File: config.mk
export PLATFORM = sky130hd
export DESIGN_NAME = led_section_effect_engine_core
export DESIGN_NICKNAME = d
export VERILOG_FILES = /design/src/hw/rtl/lsee_pkg.sv /design/src/hw/rtl/lsee_div.sv /design/src/hw/rtl/led_section_effect_engine_core.sv
export VERILOG_INCLUDE_DIRS = /design/src /design/src/hw/rtl
export SDC_FILE = /design/constraint.sdc
export NUM_CORES = 2
export LEC_CHECK = 0
export BUFFER_PORTS_ARGS = -buffer_cell sky130_fd_sc_hd__buf_4
export CELL_PAD_IN_SITES_DETAIL_PLACEMENT = 0
export CELL_PAD_IN_SITES_GLOBAL_PLACEMENT = 2
export CORE_MARGIN = 10
export CORE_UTILIZATION = 39
export DETAILED_ROUTE_END_ITERATION = 10
export PLACE_DENSITY = 0.79
export SYNTH_ARGS = -nofsm -noshare
export SYNTH_HDL_FRONTEND = slang
export SYNTH_HIERARCHICAL = 1
export SYNTH_SLANG_ARGS = --single-unit
File: constraint.sdc
create_clock -name clk_i -period 10.54 [get_ports clk_i]
set_clock_uncertainty 0.2 [all_clocks]
set_input_delay 1.581 -clock clk_i [delete_from_list [all_inputs] [get_ports clk_i]]
set_output_delay 1.581 -clock clk_i [all_outputs]
set_load 0.005 [all_outputs]
File: src/hw/rtl/assert_macros.svh
// ----------------------------------------------------------------------------
// Assertion macros
// Shared concurrent assertion forms for the LED section effect engine.
// ----------------------------------------------------------------------------
`ifndef ASSERT_MACROS_SVH
`define ASSERT_MACROS_SVH

// Checked on every rising clock edge while the reset is released.
`define LSEE_ASSERT(lbl, prop, msg) \
  lbl: assert property (@(posedge clk_i) disable iff (!rst_ni) prop) else $error(msg);

// Checked on every rising clock edge, reset included.
`define LSEE_ASSERT_ALWAYS(lbl, prop, msg) \
  lbl: assert property (@(posedge clk_i) prop) else $error(msg);

`endif

File: src/hw/rtl/lsee_pkg.sv
// ----------------------------------------------------------------------------
// LED section effect engine package
// Constants, codes, types and helper functions shared by the engine modules.
// ----------------------------------------------------------------------------
`default_nettype none

package lsee_pkg;

  localparam int SECTIONS         = 4;
  localparam int SEC_N            = 4;
  localparam int SEC_W            = 2;
  localparam int MAX_SECTION_LEDS = 64;
  localparam int STRIP_LEDS       = 256;

  localparam int DVD_W    = 17;
  localparam int DSR_W    = 16;
  localparam int DIV_CNTW = 5;

  localparam logic [2:0] ACT_TICK   = 3'd0;
  localparam logic [2:0] ACT_SOLID  = 3'd1;
  localparam logic [2:0] ACT_PULSE  = 3'd2;
  localparam logic [2:0] ACT_STREAK = 3'd3;
  localparam logic [2:0] ACT_STOP   = 3'd4;

  localparam logic [1:0] KIND_FILL    = 2'd0;
  localparam logic [1:0] KIND_REFRESH = 2'd1;
  localparam logic [1:0] KIND_STATUS  = 2'd2;

  localparam logic [1:0] MODE_NONE   = 2'd0;
  localparam logic [1:0] MODE_PULSE  = 2'd1;
  localparam logic [1:0] MODE_STREAK = 2'd2;

  localparam logic [2:0] REG_BRIGHT = 3'd0;
  localparam logic [2:0] REG_MINPER = 3'd1;
  localparam logic [2:0] REG_MAXPER = 3'd2;
  localparam logic [2:0] REG_SIZE0  = 3'd3;
  localparam logic [2:0] REG_SIZE1  = 3'd4;
  localparam logic [2:0] REG_SIZE2  = 3'd5;
  localparam logic [2:0] REG_SIZE3  = 3'd6;

  localparam logic [6:0] CLEARED_NONE = 7'h7F;

  typedef struct packed {
    logic [1:0] kind;
    logic [7:0] first;
    logic [6:0] count;
    logic [7:0] red;
    logic [7:0] green;
    logic [7:0] blue;
    logic       acc;
  } res_t;

  typedef struct packed {
    logic             start;
    logic [DVD_W-1:0] dividend;
    logic [DSR_W-1:0] divisor;
  } div_req_t;

  typedef struct packed {
    logic             done;
    logic [DVD_W-1:0] quot;
    logic [DSR_W-1:0] rem;
  } div_rsp_t;

  // Exact for every product of two bytes plus a rounding term.
  function automatic logic [7:0] div_by_255(input logic [16:0] x);
    logic [16:0] t;
    t = x + {8'b0, x[16:8]} + 17'd1;
    return t[15:8];
  endfunction

  // Exact for every product of a 9-bit value and a byte.
  function automatic logic [7:0] div_by_511(input logic [16:0] x);
    logic [16:0] t;
    t = x + {9'b0, x[16:9]} + 17'd1;
    return t[16:9];
  endfunction

  function automatic res_t make_fill(input logic [8:0] first, input logic [6:0] cnt,
                                     input logic [7:0] r, input logic [7:0] g,
                                     input logic [7:0] b);
    res_t       res;
    logic [8:0] room;
    res.kind  = KIND_FILL;
    res.first = first[7:0];
    res.red   = r;
    res.green = g;
    res.blue  = b;
    res.acc   = 1'b0;
    res.count = cnt;
    room      = 9'(STRIP_LEDS) - first;
    if ({1'b0, first} >= 10'(STRIP_LEDS)) begin
      res.count = '0;
    end else if ({2'b0, cnt} > room) begin
      res.count = room[6:0];
    end
    return res;
  endfunction

  function automatic res_t make_plain(input logic [1:0] kind, input logic acc);
    res_t res;
    res       = '0;
    res.kind  = kind;
    res.acc   = acc;
    return res;
  endfunction

endpackage

`default_nettype wire

File: src/hw/rtl/lsee_div.sv
// ----------------------------------------------------------------------------
// Shared restoring divider
// Produces quotient and remainder one bit per cycle for the engine sequencer.
// ----------------------------------------------------------------------------
`default_nettype none

module lsee_div (
  input  wire                 clk_i,
  input  wire                 rst_ni,
  input  lsee_pkg::div_req_t  req_i,
  output lsee_pkg::div_rsp_t  rsp_o,
  output logic                busy_o
);
  import lsee_pkg::*;

  logic                busy_q, busy_d;
  logic                done_q, done_d;
  logic [DIV_CNTW-1:0] cnt_q, cnt_d;
  logic [DVD_W-1:0]    dvd_q, dvd_d;
  logic [DSR_W-1:0]    dsr_q, dsr_d;
  logic [DSR_W-1:0]    rem_q, rem_d;
  logic [DSR_W:0]      rem_sh;
  logic [DSR_W:0]      rem_sub;
  logic                ge;

  assign rem_sh  = {rem_q, dvd_q[DVD_W-1]};
  assign ge      = rem_sh >= {1'b0, dsr_q};
  assign rem_sub = rem_sh - {1'b0, dsr_q};

  always_comb begin
    busy_d = busy_q;
    done_d = 1'b0;
    cnt_d  = cnt_q;
    dvd_d  = dvd_q;
    dsr_d  = dsr_q;
    rem_d  = rem_q;
    if (req_i.start && !busy_q) begin
      busy_d = 1'b1;
      cnt_d  = DIV_CNTW'(DVD_W - 1);
      dvd_d  = req_i.dividend;
      dsr_d  = req_i.divisor;
      rem_d  = '0;
    end else if (busy_q) begin
      dvd_d = {dvd_q[DVD_W-2:0], ge};
      rem_d = ge ? rem_sub[DSR_W-1:0] : rem_sh[DSR_W-1:0];
      cnt_d = cnt_q - 1'b1;
      if (cnt_q == '0) begin
        busy_d = 1'b0;
        done_d = 1'b1;
      end
    end
  end

  always_ff @(posedge clk_i or negedge rst_ni) begin
    if (!rst_ni) begin
      busy_q <= 1'b0;
      done_q <= 1'b0;
      cnt_q  <= '0;
    end else begin
      busy_q <= busy_d;
      done_q <= done_d;
      cnt_q  <= cnt_d;
    end
  end

  always_ff @(posedge clk_i) begin
    dvd_q <= dvd_d;
    dsr_q <= dsr_d;
    rem_q <= rem_d;
  end

  assign rsp_o.done = done_q;
  assign rsp_o.quot = dvd_q;
  assign rsp_o.rem  = rem_q;
  assign busy_o     = busy_q;

`include "assert_macros.svh"

  `LSEE_ASSERT(a_div_start_idle, req_i.start |-> !busy_q, "divider started while busy")
  `LSEE_ASSERT(a_div_done_after_busy, done_q |-> $past(busy_q), "divider done without work")

endmodule

`default_nettype wire

File: src/hw/rtl/led_section_effect_engine_core.sv
// ----------------------------------------------------------------------------
// LED section effect engine core
// Runs solid, pulse and streak effects on strip sections and emits fills,
// refreshes and command status results through a small sequencer.
// ----------------------------------------------------------------------------
// Channel   Direction  Handshake               Content
// in        request    in_valid_i/in_stall_o    action, section, color, period
// out       result     out_valid_o/out_stall_i  kind, range, color, accepted, last
// cfg       write      cfg_we_i                 register index and data
//
// One request is handled at a time; in_stall_o is high until its last result
// has been handed to the output register. A streak step needs four divisions in
// the shared divider and a pulse command one, while scaling by 255 works on one
// color component at a time. Results wait in one pending and one output register
// while out_stall_i is high. Reset is asynchronous and clears all effects.
`default_nettype none

module led_section_effect_engine_core (
  input  wire         clk_i,
  input  wire         rst_ni,
  input  wire         in_valid_i,
  output logic        in_stall_o,
  input  wire  [2:0]  action_i,
  input  wire  [2:0]  section_i,
  input  wire  [7:0]  red_i,
  input  wire  [7:0]  green_i,
  input  wire  [7:0]  blue_i,
  input  wire  [15:0] period_i,
  output logic        out_valid_o,
  input  wire         out_stall_i,
  output logic [1:0]  kind_o,
  output logic [7:0]  first_led_o,
  output logic [6:0]  led_count_o,
  output logic [7:0]  out_red_o,
  output logic [7:0]  out_green_o,
  output logic [7:0]  out_blue_o,
  output logic        accepted_o,
  output logic        last_o,
  input  wire         cfg_we_i,
  input  wire  [2:0]  cfg_idx_i,
  input  wire  [15:0] cfg_data_i
);
  import lsee_pkg::*;

  localparam logic [4:0] S_IDLE  = 5'd0;
  localparam logic [4:0] S_INCW  = 5'd1;
  localparam logic [4:0] S_STAT  = 5'd2;
  localparam logic [4:0] S_SBLK  = 5'd3;
  localparam logic [4:0] S_SC1   = 5'd4;
  localparam logic [4:0] S_SC2   = 5'd6;
  localparam logic [4:0] S_SEMIT = 5'd8;
  localparam logic [4:0] S_SREF  = 5'd9;
  localparam logic [4:0] S_PEMIT = 5'd10;
  localparam logic [4:0] S_TSCAN = 5'd11;
  localparam logic [4:0] S_STRK  = 5'd13;
  localparam logic [4:0] S_SDIV  = 5'd14;
  localparam logic [4:0] S_SDW   = 5'd15;
  localparam logic [4:0] S_SACT  = 5'd16;
  localparam logic [4:0] S_NEXT  = 5'd17;
  localparam logic [4:0] S_REFR  = 5'd18;
  localparam logic [4:0] S_FIN   = 5'd19;

  logic [4:0]  state_q, state_d;

  logic [7:0]  bright_q, bright_d;
  logic [15:0] minper_q, minper_d;
  logic [15:0] maxper_q, maxper_d;
  logic [6:0]  size_q [SEC_N];
  logic [6:0]  size_d [SEC_N];

  logic [1:0]  mode_q  [SEC_N];
  logic [1:0]  mode_d  [SEC_N];
  logic [15:0] per_q   [SEC_N];
  logic [15:0] per_d   [SEC_N];
  logic [31:0] lut_q   [SEC_N];
  logic [31:0] lut_d   [SEC_N];
  logic [23:0] color_q [SEC_N];
  logic [23:0] color_d [SEC_N];
  logic [9:0]  phase_q [SEC_N];
  logic [9:0]  phase_d [SEC_N];
  logic [4:0]  inc_q   [SEC_N];
  logic [4:0]  inc_d   [SEC_N];
  logic [5:0]  pos_q   [SEC_N];
  logic [5:0]  pos_d   [SEC_N];
  logic [6:0]  clr_q   [SEC_N];
  logic [6:0]  clr_d   [SEC_N];
  logic [31:0] time_q, time_d;
  logic [31:0] lrt_q, lrt_d;

  logic [SEC_W-1:0] cs_q, cs_d;
  logic [SEC_W-1:0] idx_q, idx_d;
  logic [23:0] col_q, col_d;
  logic        ok_q, ok_d;
  logic        use_br_q, use_br_d;
  logic [1:0]  ci_q, ci_d;
  logic [1:0]  k_q, k_d;
  logic [7:0]  tmp_q, tmp_d;
  logic [7:0]  br_q, br_d;
  logic [7:0]  sc_q [3];
  logic [7:0]  sc_d [3];
  logic [5:0]  mod_q, mod_d;
  logic        stepped_q, stepped_d;

  res_t        pres_q, pres_d;
  logic        pend_q, pend_d;
  res_t        out_q, out_d;
  logic        out_last_q, out_last_d;
  logic        out_valid_q, out_valid_d;

  logic [6:0]  sz [SEC_N];
  logic [8:0]  st [SEC_N];
  logic        can_push;
  logic        emit_ok;
  logic        emit_en;
  res_t        emit_res;
  logic        accept;
  logic        per_ok;
  logic [7:0]  cbyte;
  logic [9:0]  ph_nx;
  logic [8:0]  tri_v;
  logic [7:0]  c200_r, c200_g, c200_b;
  logic [15:0] prod_r, prod_g, prod_b;
  logic [16:0] q_clamp;
  logic [15:0] mul_br;
  logic [15:0] mul_gb;
  logic [16:0] mul_tri;

  div_req_t    div_req;
  div_rsp_t    div_rsp;
  logic        div_busy;

  lsee_div u_div (
    .clk_i  (clk_i),
    .rst_ni (rst_ni),
    .req_i  (div_req),
    .rsp_o  (div_rsp),
    .busy_o (div_busy)
  );

  always_comb begin
    for (int i = 0; i < SEC_N; i++) begin
      if (size_q[i] == '0) begin
        sz[i] = 7'd1;
      end else if (size_q[i] > 7'(MAX_SECTION_LEDS)) begin
        sz[i] = 7'(MAX_SECTION_LEDS);
      end else begin
        sz[i] = size_q[i];
      end
    end
    st[0] = '0;
    for (int i = 1; i < SEC_N; i++) begin
      st[i] = st[i-1] + {2'b0, sz[i-1]};
    end
  end

  assign accept   = in_valid_i && (state_q == S_IDLE);
  assign can_push = !out_valid_q || !out_stall_i;
  assign emit_ok  = !pend_q || can_push;
  assign per_ok   = (period_i != '0) && (period_i >= minper_q) && (period_i <= maxper_q);

  always_comb begin
    case (ci_q)
      2'd0:    cbyte = col_q[23:16];
      2'd1:    cbyte = col_q[15:8];
      default: cbyte = col_q[7:0];
    endcase
  end

  assign ph_nx   = phase_q[idx_q] + {5'b0, inc_q[idx_q]};
  assign tri_v   = ph_nx[9] ? (9'd511 - ph_nx[8:0]) : ph_nx[8:0];
  assign mul_tri = tri_v * 8'd255;
  assign mul_br  = cbyte * br_q;
  assign mul_gb  = (use_br_q ? tmp_q : cbyte) * bright_q;
  assign prod_r  = color_q[cs_q][23:16] * 8'd200;
  assign prod_g  = color_q[cs_q][15:8] * 8'd200;
  assign prod_b  = color_q[cs_q][7:0] * 8'd200;
  assign c200_r  = prod_r[15:8];
  assign c200_g  = prod_g[15:8];
  assign c200_b  = prod_b[15:8];
  assign q_clamp = div_rsp.quot;

  always_comb begin
    state_d   = state_q;
    bright_d  = bright_q;
    minper_d  = minper_q;
    maxper_d  = maxper_q;
    size_d    = size_q;
    mode_d    = mode_q;
    per_d     = per_q;
    lut_d     = lut_q;
    color_d   = color_q;
    phase_d   = phase_q;
    inc_d     = inc_q;
    pos_d     = pos_q;
    clr_d     = clr_q;
    time_d    = time_q;
    lrt_d     = lrt_q;
    cs_d      = cs_q;
    idx_d     = idx_q;
    col_d     = col_q;
    ok_d      = ok_q;
    use_br_d  = use_br_q;
    ci_d      = ci_q;
    k_d       = k_q;
    tmp_d     = tmp_q;
    br_d      = br_q;
    sc_d      = sc_q;
    mod_d     = mod_q;
    stepped_d = stepped_q;
    pres_d    = pres_q;
    pend_d    = pend_q;
    out_d     = out_q;
    out_last_d  = out_last_q;
    out_valid_d = out_valid_q && out_stall_i;
    emit_en   = 1'b0;
    emit_res  = make_plain(KIND_STATUS, 1'b0);
    div_req   = '0;

    if (cfg_we_i) begin
      case (cfg_idx_i)
        REG_BRIGHT: bright_d  = cfg_data_i[7:0];
        REG_MINPER: minper_d  = cfg_data_i;
        REG_MAXPER: maxper_d  = cfg_data_i;
        REG_SIZE0:  size_d[0] = cfg_data_i[6:0];
        REG_SIZE1:  size_d[1] = cfg_data_i[6:0];
        REG_SIZE2:  size_d[2] = cfg_data_i[6:0];
        REG_SIZE3:  size_d[3] = cfg_data_i[6:0];
        default: ;
      endcase
    end

    case (state_q)
      S_IDLE: begin
        if (accept) begin
          cs_d = section_i[SEC_W-1:0];
          case (action_i)
            ACT_TICK: begin
              time_d    = time_q + 32'd1;
              idx_d     = '0;
              stepped_d = 1'b0;
              state_d   = S_TSCAN;
            end
            ACT_SOLID, ACT_PULSE, ACT_STREAK, ACT_STOP: begin
              ok_d    = 1'b0;
              state_d = S_STAT;
              if (section_i < 3'(SECTIONS)) begin
                if (action_i == ACT_SOLID) begin
                  ok_d  = 1'b1;
                  mode_d[section_i[SEC_W-1:0]] = MODE_NONE;
                  clr_d[section_i[SEC_W-1:0]]  = CLEARED_NONE;
                  col_d    = {red_i, green_i, blue_i};
                  use_br_d = 1'b0;
                  ci_d     = '0;
                  state_d  = S_SC2;
                end else if (action_i == ACT_STOP) begin
                  ok_d  = 1'b1;
                  mode_d[section_i[SEC_W-1:0]] = MODE_NONE;
                  clr_d[section_i[SEC_W-1:0]]  = CLEARED_NONE;
                  state_d = S_SBLK;
                end else if (per_ok) begin
                  per_d[section_i[SEC_W-1:0]]   = period_i;
                  color_d[section_i[SEC_W-1:0]] = {red_i, green_i, blue_i};
                  if (action_i == ACT_PULSE) begin
                    mode_d[section_i[SEC_W-1:0]]  = MODE_PULSE;
                    phase_d[section_i[SEC_W-1:0]] = '0;
                    div_req.start    = 1'b1;
                    div_req.dividend = 17'd10240;
                    div_req.divisor  = period_i;
                    state_d = S_INCW;
                  end else begin
                    ok_d = 1'b1;
                    mode_d[section_i[SEC_W-1:0]] = MODE_STREAK;
                    pos_d[section_i[SEC_W-1:0]]  = '0;
                    clr_d[section_i[SEC_W-1:0]]  = CLEARED_NONE;
                  end
                end
              end
            end
            default: ;
          endcase
        end
      end

      S_INCW: begin
        if (div_rsp.done) begin
          if (q_clamp < 17'd2) begin
            inc_d[cs_q] = 5'd2;
          end else if (q_clamp > 17'd20) begin
            inc_d[cs_q] = 5'd20;
          end else begin
            inc_d[cs_q] = q_clamp[4:0];
          end
          ok_d    = 1'b1;
          state_d = S_STAT;
        end
      end

      S_STAT: begin
        if (emit_ok) begin
          emit_en  = 1'b1;
          emit_res = make_plain(KIND_STATUS, ok_q);
          state_d  = S_FIN;
        end
      end

      S_SBLK: begin
        if (emit_ok) begin
          emit_en  = 1'b1;
          emit_res = make_fill(st[cs_q], sz[cs_q], 8'd0, 8'd0, 8'd0);
          state_d  = S_STAT;
        end
      end

      S_SC1: begin
        tmp_d   = div_by_255({1'b0, mul_br});
        state_d = S_SC2;
      end

      S_SC2: begin
        sc_d[ci_q] = div_by_255({1'b0, mul_gb} + 17'd127);
        if (ci_q == 2'd2) begin
          state_d = use_br_q ? S_PEMIT : S_SEMIT;
        end else begin
          ci_d    = ci_q + 2'd1;
          state_d = use_br_q ? S_SC1 : S_SC2;
        end
      end

      S_SEMIT: begin
        if (emit_ok) begin
          emit_en  = 1'b1;
          emit_res = make_fill(st[cs_q], sz[cs_q], sc_q[0], sc_q[1], sc_q[2]);
          state_d  = S_SREF;
        end
      end

      S_SREF: begin
        if (emit_ok) begin
          emit_en  = 1'b1;
          emit_res = make_plain(KIND_REFRESH, 1'b0);
          state_d  = S_STAT;
        end
      end

      S_PEMIT: begin
        if (emit_ok) begin
          emit_en     = 1'b1;
          emit_res    = make_fill(st[cs_q], sz[cs_q], sc_q[0], sc_q[1], sc_q[2]);
          lut_d[cs_q] = time_q;
          stepped_d   = 1'b1;
          state_d     = S_NEXT;
        end
      end

      S_TSCAN: begin
        cs_d    = idx_q;
        state_d = S_NEXT;
        if ((mode_q[idx_q] != MODE_NONE) &&
            ((time_q - lut_q[idx_q]) >= {16'b0, per_q[idx_q]})) begin
          if (mode_q[idx_q] == MODE_PULSE) begin
            phase_d[idx_q] = ph_nx;
            br_d     = div_by_511(mul_tri);
            col_d    = color_q[idx_q];
            use_br_d = 1'b1;
            ci_d     = '0;
            state_d  = S_SC1;
          end else if (mode_q[idx_q] == MODE_STREAK) begin
            state_d = S_STRK;
          end
        end
      end

      S_STRK: begin
        k_d = '0;
        if ((clr_q[cs_q] != CLEARED_NONE) && (clr_q[cs_q] != {1'b0, pos_q[cs_q]}) &&
            (clr_q[cs_q] < sz[cs_q])) begin
          if (emit_ok) begin
            emit_en  = 1'b1;
            emit_res = make_fill(st[cs_q] + {2'b0, clr_q[cs_q]}, 7'd1, 8'd0, 8'd0, 8'd0);
            state_d  = S_SDIV;
          end
        end else begin
          state_d = S_SDIV;
        end
      end

      S_SDIV: begin
        div_req.start   = 1'b1;
        div_req.divisor = {9'b0, sz[cs_q]};
        if (k_q == 2'd3) begin
          div_req.dividend = {11'b0, pos_q[cs_q]} + 17'd1;
        end else begin
          div_req.dividend = {11'b0, pos_q[cs_q]} + {9'b0, sz[cs_q], 1'b0} - {15'b0, k_q};
        end
        state_d = S_SDW;
      end

      S_SDW: begin
        if (div_rsp.done) begin
          mod_d   = div_rsp.rem[5:0];
          state_d = S_SACT;
        end
      end

      S_SACT: begin
        case (k_q)
          2'd0, 2'd1: begin
            if (emit_ok) begin
              emit_en  = 1'b1;
              emit_res = make_fill(st[cs_q] + {3'b0, mod_q}, 7'd1, c200_r, c200_g, c200_b);
              k_d      = k_q + 2'd1;
              state_d  = S_SDIV;
            end
          end
          2'd2: begin
            clr_d[cs_q] = {1'b0, mod_q};
            k_d         = 2'd3;
            state_d     = S_SDIV;
          end
          default: begin
            pos_d[cs_q] = mod_q;
            lut_d[cs_q] = time_q;
            stepped_d   = 1'b1;
            state_d     = S_NEXT;
          end
        endcase
      end

      S_NEXT: begin
        if (idx_q == SEC_W'(SECTIONS - 1)) begin
          state_d = S_REFR;
        end else begin
          idx_d   = idx_q + 1'b1;
          state_d = S_TSCAN;
        end
      end

      S_REFR: begin
        if (stepped_q && ((time_q - lrt_q) >= 32'd16)) begin
          if (emit_ok) begin
            emit_en  = 1'b1;
            emit_res = make_plain(KIND_REFRESH, 1'b0);
            lrt_d    = time_q;
            state_d  = S_FIN;
          end
        end else begin
          state_d = S_FIN;
        end
      end

      S_FIN: begin
        if (!pend_q) begin
          state_d = S_IDLE;
        end else if (can_push) begin
          out_d       = pres_q;
          out_last_d  = 1'b1;
          out_valid_d = 1'b1;
          pend_d      = 1'b0;
          state_d     = S_IDLE;
        end
      end

      default: state_d = S_IDLE;
    endcase

    if (emit_en) begin
      if (pend_q) begin
        out_d       = pres_q;
        out_last_d  = 1'b0;
        out_valid_d = 1'b1;
      end
      pres_d = emit_res;
      pend_d = 1'b1;
    end
  end

  always_ff @(posedge clk_i or negedge rst_ni) begin
    if (!rst_ni) begin
      state_q     <= S_IDLE;
      bright_q    <= 8'd128;
      minper_q    <= 16'd10;
      maxper_q    <= 16'd10000;
      time_q      <= '0;
      lrt_q       <= '0;
      pend_q      <= 1'b0;
      out_valid_q <= 1'b0;
      stepped_q   <= 1'b0;
      for (int i = 0; i < SEC_N; i++) begin
        size_q[i]  <= 7'd16;
        mode_q[i]  <= MODE_NONE;
        per_q[i]   <= '0;
        lut_q[i]   <= '0;
        color_q[i] <= '0;
        phase_q[i] <= '0;
        inc_q[i]   <= '0;
        pos_q[i]   <= '0;
        clr_q[i]   <= CLEARED_NONE;
      end
    end else begin
      state_q     <= state_d;
      bright_q    <= bright_d;
      minper_q    <= minper_d;
      maxper_q    <= maxper_d;
      time_q      <= time_d;
      lrt_q       <= lrt_d;
      pend_q      <= pend_d;
      out_valid_q <= out_valid_d;
      stepped_q   <= stepped_d;
      size_q      <= size_d;
      mode_q      <= mode_d;
      per_q       <= per_d;
      lut_q       <= lut_d;
      color_q     <= color_d;
      phase_q     <= phase_d;
      inc_q       <= inc_d;
      pos_q       <= pos_d;
      clr_q       <= clr_d;
    end
  end

  always_ff @(posedge clk_i) begin
    cs_q       <= cs_d;
    idx_q      <= idx_d;
    col_q      <= col_d;
    ok_q       <= ok_d;
    use_br_q   <= use_br_d;
    ci_q       <= ci_d;
    k_q        <= k_d;
    tmp_q      <= tmp_d;
    br_q       <= br_d;
    sc_q       <= sc_d;
    mod_q      <= mod_d;
    pres_q     <= pres_d;
    out_q      <= out_d;
    out_last_q <= out_last_d;
  end

  assign in_stall_o  = (state_q != S_IDLE);
  assign out_valid_o = out_valid_q;
  assign kind_o      = out_q.kind;
  assign first_led_o = out_q.first;
  assign led_count_o = out_q.count;
  assign out_red_o   = out_q.red;
  assign out_green_o = out_q.green;
  assign out_blue_o  = out_q.blue;
  assign accepted_o  = out_q.acc;
  assign last_o      = out_last_q;

`include "assert_macros.svh"

  `LSEE_ASSERT(a_idle_no_pending, (state_q == S_IDLE) |-> !pend_q, "pending result left in idle")
  `LSEE_ASSERT(a_emit_has_room, (emit_en && pend_q) |-> can_push, "pending result overwritten")
  `LSEE_ASSERT(a_div_unused_start, div_req.start |-> !div_busy, "divider request while busy")

endmodule

`default_nettype wire
==> flow_summary_export.csv <==
group,metric,value,unit
worst_setup_path,rr_worst_depth,37,
yosys,yosys.area_share.simple,11.18,%
placement,gp_congestion,0.8587,
detailed_routing,first_pass_iters,6,
global_routing,global_route.usage.met2,30.01,%
worst_setup_path,max_stage_delay,610,ps
yosys,synth-seq-area-share,38.62,%
placement,io_buffers,114,
yosys,synthArstFlopShare,72.17,%
min_path,holdPathEnd,"u_div/rem_q[11]",
detailed_routing,drt_wl_total,140.6,mm
clocking,cts_resized,0,
clocking,clkSinkCount,769,
global_routing,grt_max_degree,155,
min_path,hp-start,"u_div/rem_q[11]",
yosys,ys_types,105,
power,clockPowerShare,18.9,%
yosys,synth.area.mux_share,14.65,%
worst_setup_path,worstSetupEndpointType,"flop",
global_routing,gr-usage-all-layers,18.75,%
sta,rsz0062_at_grt,"no",
die,die_y,386.2,um
sta,slew_headroom,19.49,%
global_routing,use_met3,2.879,%
placement,post-place-ws,940.1,ps
clocking,cts_htree_levels,3,
global_routing,grt-busiest-layer,"met2",
yosys,synthXorXnorAreaFrac,3.315,%
global_routing,grt_pass1_vias,37780,
yosys,synth_fa_ha_area_share,15.15,%
power,internal_power,9.440,mW
die,ios,115,
yosys,syn_avg_cell_area,10.71,um^2
run,cap_violations,0,
die,row_count,134,
clocking,cts_buffer_depth,3,
layout,final_common_cell,"dfrtp_1",
die,start_util,39.25,%
sta,min_period_over_period,91.08,%
power,netSwitchingFraction,41.98,%
die,die_w,386.2,um
detailed_routing,dr_total_vias,37100,
clocking,cts_made_buffers,89,
sta,timing.setup.tns,0,ps
layout,layout_common_cells,"dfrtp_1 (515), inv_1 (461), nand2_1 (430)",
power,pwr-share-comb,55.1,%
placement,place_hpwl,104.5,mm
sta,finalSetupViolCount,0,
power,switching_power,6.830,mW
outcome,status,"complete, no violations",
sta,finalHoldViolCount,0,
sta,finalCriticalPeriod,9600,ps
clocking,clock_latency,700,ps
layout,fin_nets,5589,
yosys,synth-edff-count,198,
worst_setup_path,arrival,9810,ps
yosys,yosys_warnings,6,
yosys,synth_compound_area_share,12.32,%
power,leakagePower,27.04,nW
worst_setup_path,critPathRequiredTime,10750,ps
worst_setup_path,r2r_slack,940,ps
worst_setup_path,cpMaxStageDelayCell,"fa_1",
power,powerDensity,279.9,mW/mm^2
placement,placed_cell_area,0.05525,mm^2
sta,worst_slew_pin_slew,1208,ps
layout,finalInstanceArea,0.05813,mm^2
worst_setup_path,r2r_start,"idx_q[0]",
clocking,cts_hold_buf,0,
clocking,post_cts_buffers,0,
yosys,synth_top_family_by_area,"adder cells",
sta,finalMaxSlewViolations,0,
min_path,holdPathStages,2,
global_routing,grt_overflow,0,
global_routing,met1_usage,26.69,%
sta,fmax,104.2,MHz
worst_setup_path,crit_type,"reg -> reg",
min_path,hp-class,"reg -> reg",
yosys,yosys_register_bits,769,
clocking,clkSlewWorstSetupHoldPaths,60,ps
clocking,clockRootBuffer,"clkbuf_16",
yosys,synth_nets,5507,
detailed_routing,ant_nets,0,
detailed_routing,drcViolationCount,0,
global_routing,grt_first_pass_wirelength,222.4,mm
power,pwr-share-seq,26.1,%
power,ir_worst_vdd,0.0002789,V
die,dieArea,0.1492,mm^2
detailed_routing,wire_per_inst,20.67,um
worst_setup_path,timing.rr.end,"br_q[7]",
yosys,synthCells,4884,
sta,setup_ws,939.7,ps
clocking,cts_tree,"yes",
yosys,netlist_area,0.05231,mm^2
yosys,synthFlopType,"dfrtp_1",
detailed_routing,drt-vias-per-instance,5.454,
layout,area_growth,11.12,%
die,core_area,0.1333,mm^2
global_routing,grt_antenna_before_repair,7,
detailed_routing,drtIter0Drc,2296,
layout,layout-drive-gt1-share,19.03,%
worst_setup_path,critPathLaunchType,"flop",
worst_setup_path,critical_path_peak_fanout,30,
## layer usage
metal / routed length [um] / up-vias
met2: 64050 / 697
met5: 46 / -
li1: - / 17690
met1: 67890 / 18540
met4: 2744 / 8
met3: 5909 / 166
## kinds of logic after synthesis
logic type	after synthesis
simple gates	1197
compound gates	957
flops	769
buf+inv	654
mux	555
fa+ha+maj	554
xor+xnor	198
## how the worst max path moves through the flow
stage                     endpoint  slack [ps]  startpoint
after floorplan            br_q[7]         310    idx_q[0]
after global placement     br_q[7]         970    idx_q[0]
after detailed placement   br_q[7]         940    idx_q[0]
after CTS                  br_q[7]         840    idx_q[0]
final                      br_q[7]         940    idx_q[0]
after global routing       br_q[7]          30    idx_q[0]
## metrics by stage
| stage | hold slack (ps) | instances | total power [mW] | util (%) |
|---|---|---|---|---|
| 6_report | 268.4 | 6803 | 16.27 | 43.61 |
| 2_1_floorplan | 244.6 | 4884 | 11.10 | - |
| 3_5_place_dp | 265.5 | 6643 | 13.23 | 41.45 |
| 5_1_grt | 298.6 | 6803 | 17.70 | 43.61 |
| 3_3_place_gp | 260.1 | 6643 | 13.15 | 41.45 |
| 4_1_cts | 274.4 | 6801 | 16.41 | 43.61 |
## power groups by stage
| stage | clock network, mW | registers, mW | logic [mW] |
|---|---|---|---|
| after detailed placement | 0 | 4.29 | 8.94 |
| after CTS | 3.15 | 4.24 | 9.01 |
| final | 3.07 | 4.24 | 8.96 |
| after global routing | 3.26 | 4.30 | 10.1 |
| after global placement | 0 | 4.28 | 8.87 |
| after floorplan | 0 | 4.16 | 6.94 |
## layout make-up
cell class / count / area, um^2
fillers: 12640 / 75160
multi-input cells: 3461 / 29720
flip-flops and latches: 769 / 20200
clock buffers: 115 / 2415
well taps: 1768 / 2212
inverters: 464 / 1742
repair buffers: 181 / 1379
clock inverters: 43 / 455.4
diodes: 2 / 5.005
## Yosys cell counts (all sizes together), types with 67 or more instances
cell	n	area share, %
xnor2	131	2.2
inv	462	3.3
nor2	226	1.6
nand2	441	3.2
edfxtp	198	11
clkbuf	134	0.96
xor2	67	1.1
mux2	404	8.7
a21o	80	1.2
a21oi	215	2.1
ha	420	10
mux4	128	5.5
and2	77	0.92
nor3	79	0.78
fa	133	5.1
dfrtp	515	25
o21ai	245	2.4
## worst max-delay path, delay by kind of cell, from the launching register on
family | cells | cell delay, ps
buffers and inverters | 7 | 1510
flip-flops | 1 | 400
XOR/XNOR | 4 | 630
AO/OA/AOI/OAI | 9 | 1460
adder cells (fa/ha/maj) | 7 | 3170
AND/OR/NAND/NOR | 9 | 1340
multiplexers | 1 | 590
## sequential cells by signal, indices dropped and copies added, names as in the netlist, 16 cells and up, named ones only
signal,cells
maxper_q,16
pres_q,42
pos_q,24
time_q,32
inc_q,20
size_q,28
u_div/dsr_q,16
clr_q,28
minper_q,16
color_q,96
lut_q,128
col_q,24
u_div/rem_q,16
phase_q,40
u_div/dvd_q,17
sc_q,24
lrt_q,32
per_q,64
(Power assumes the default switching activity.)
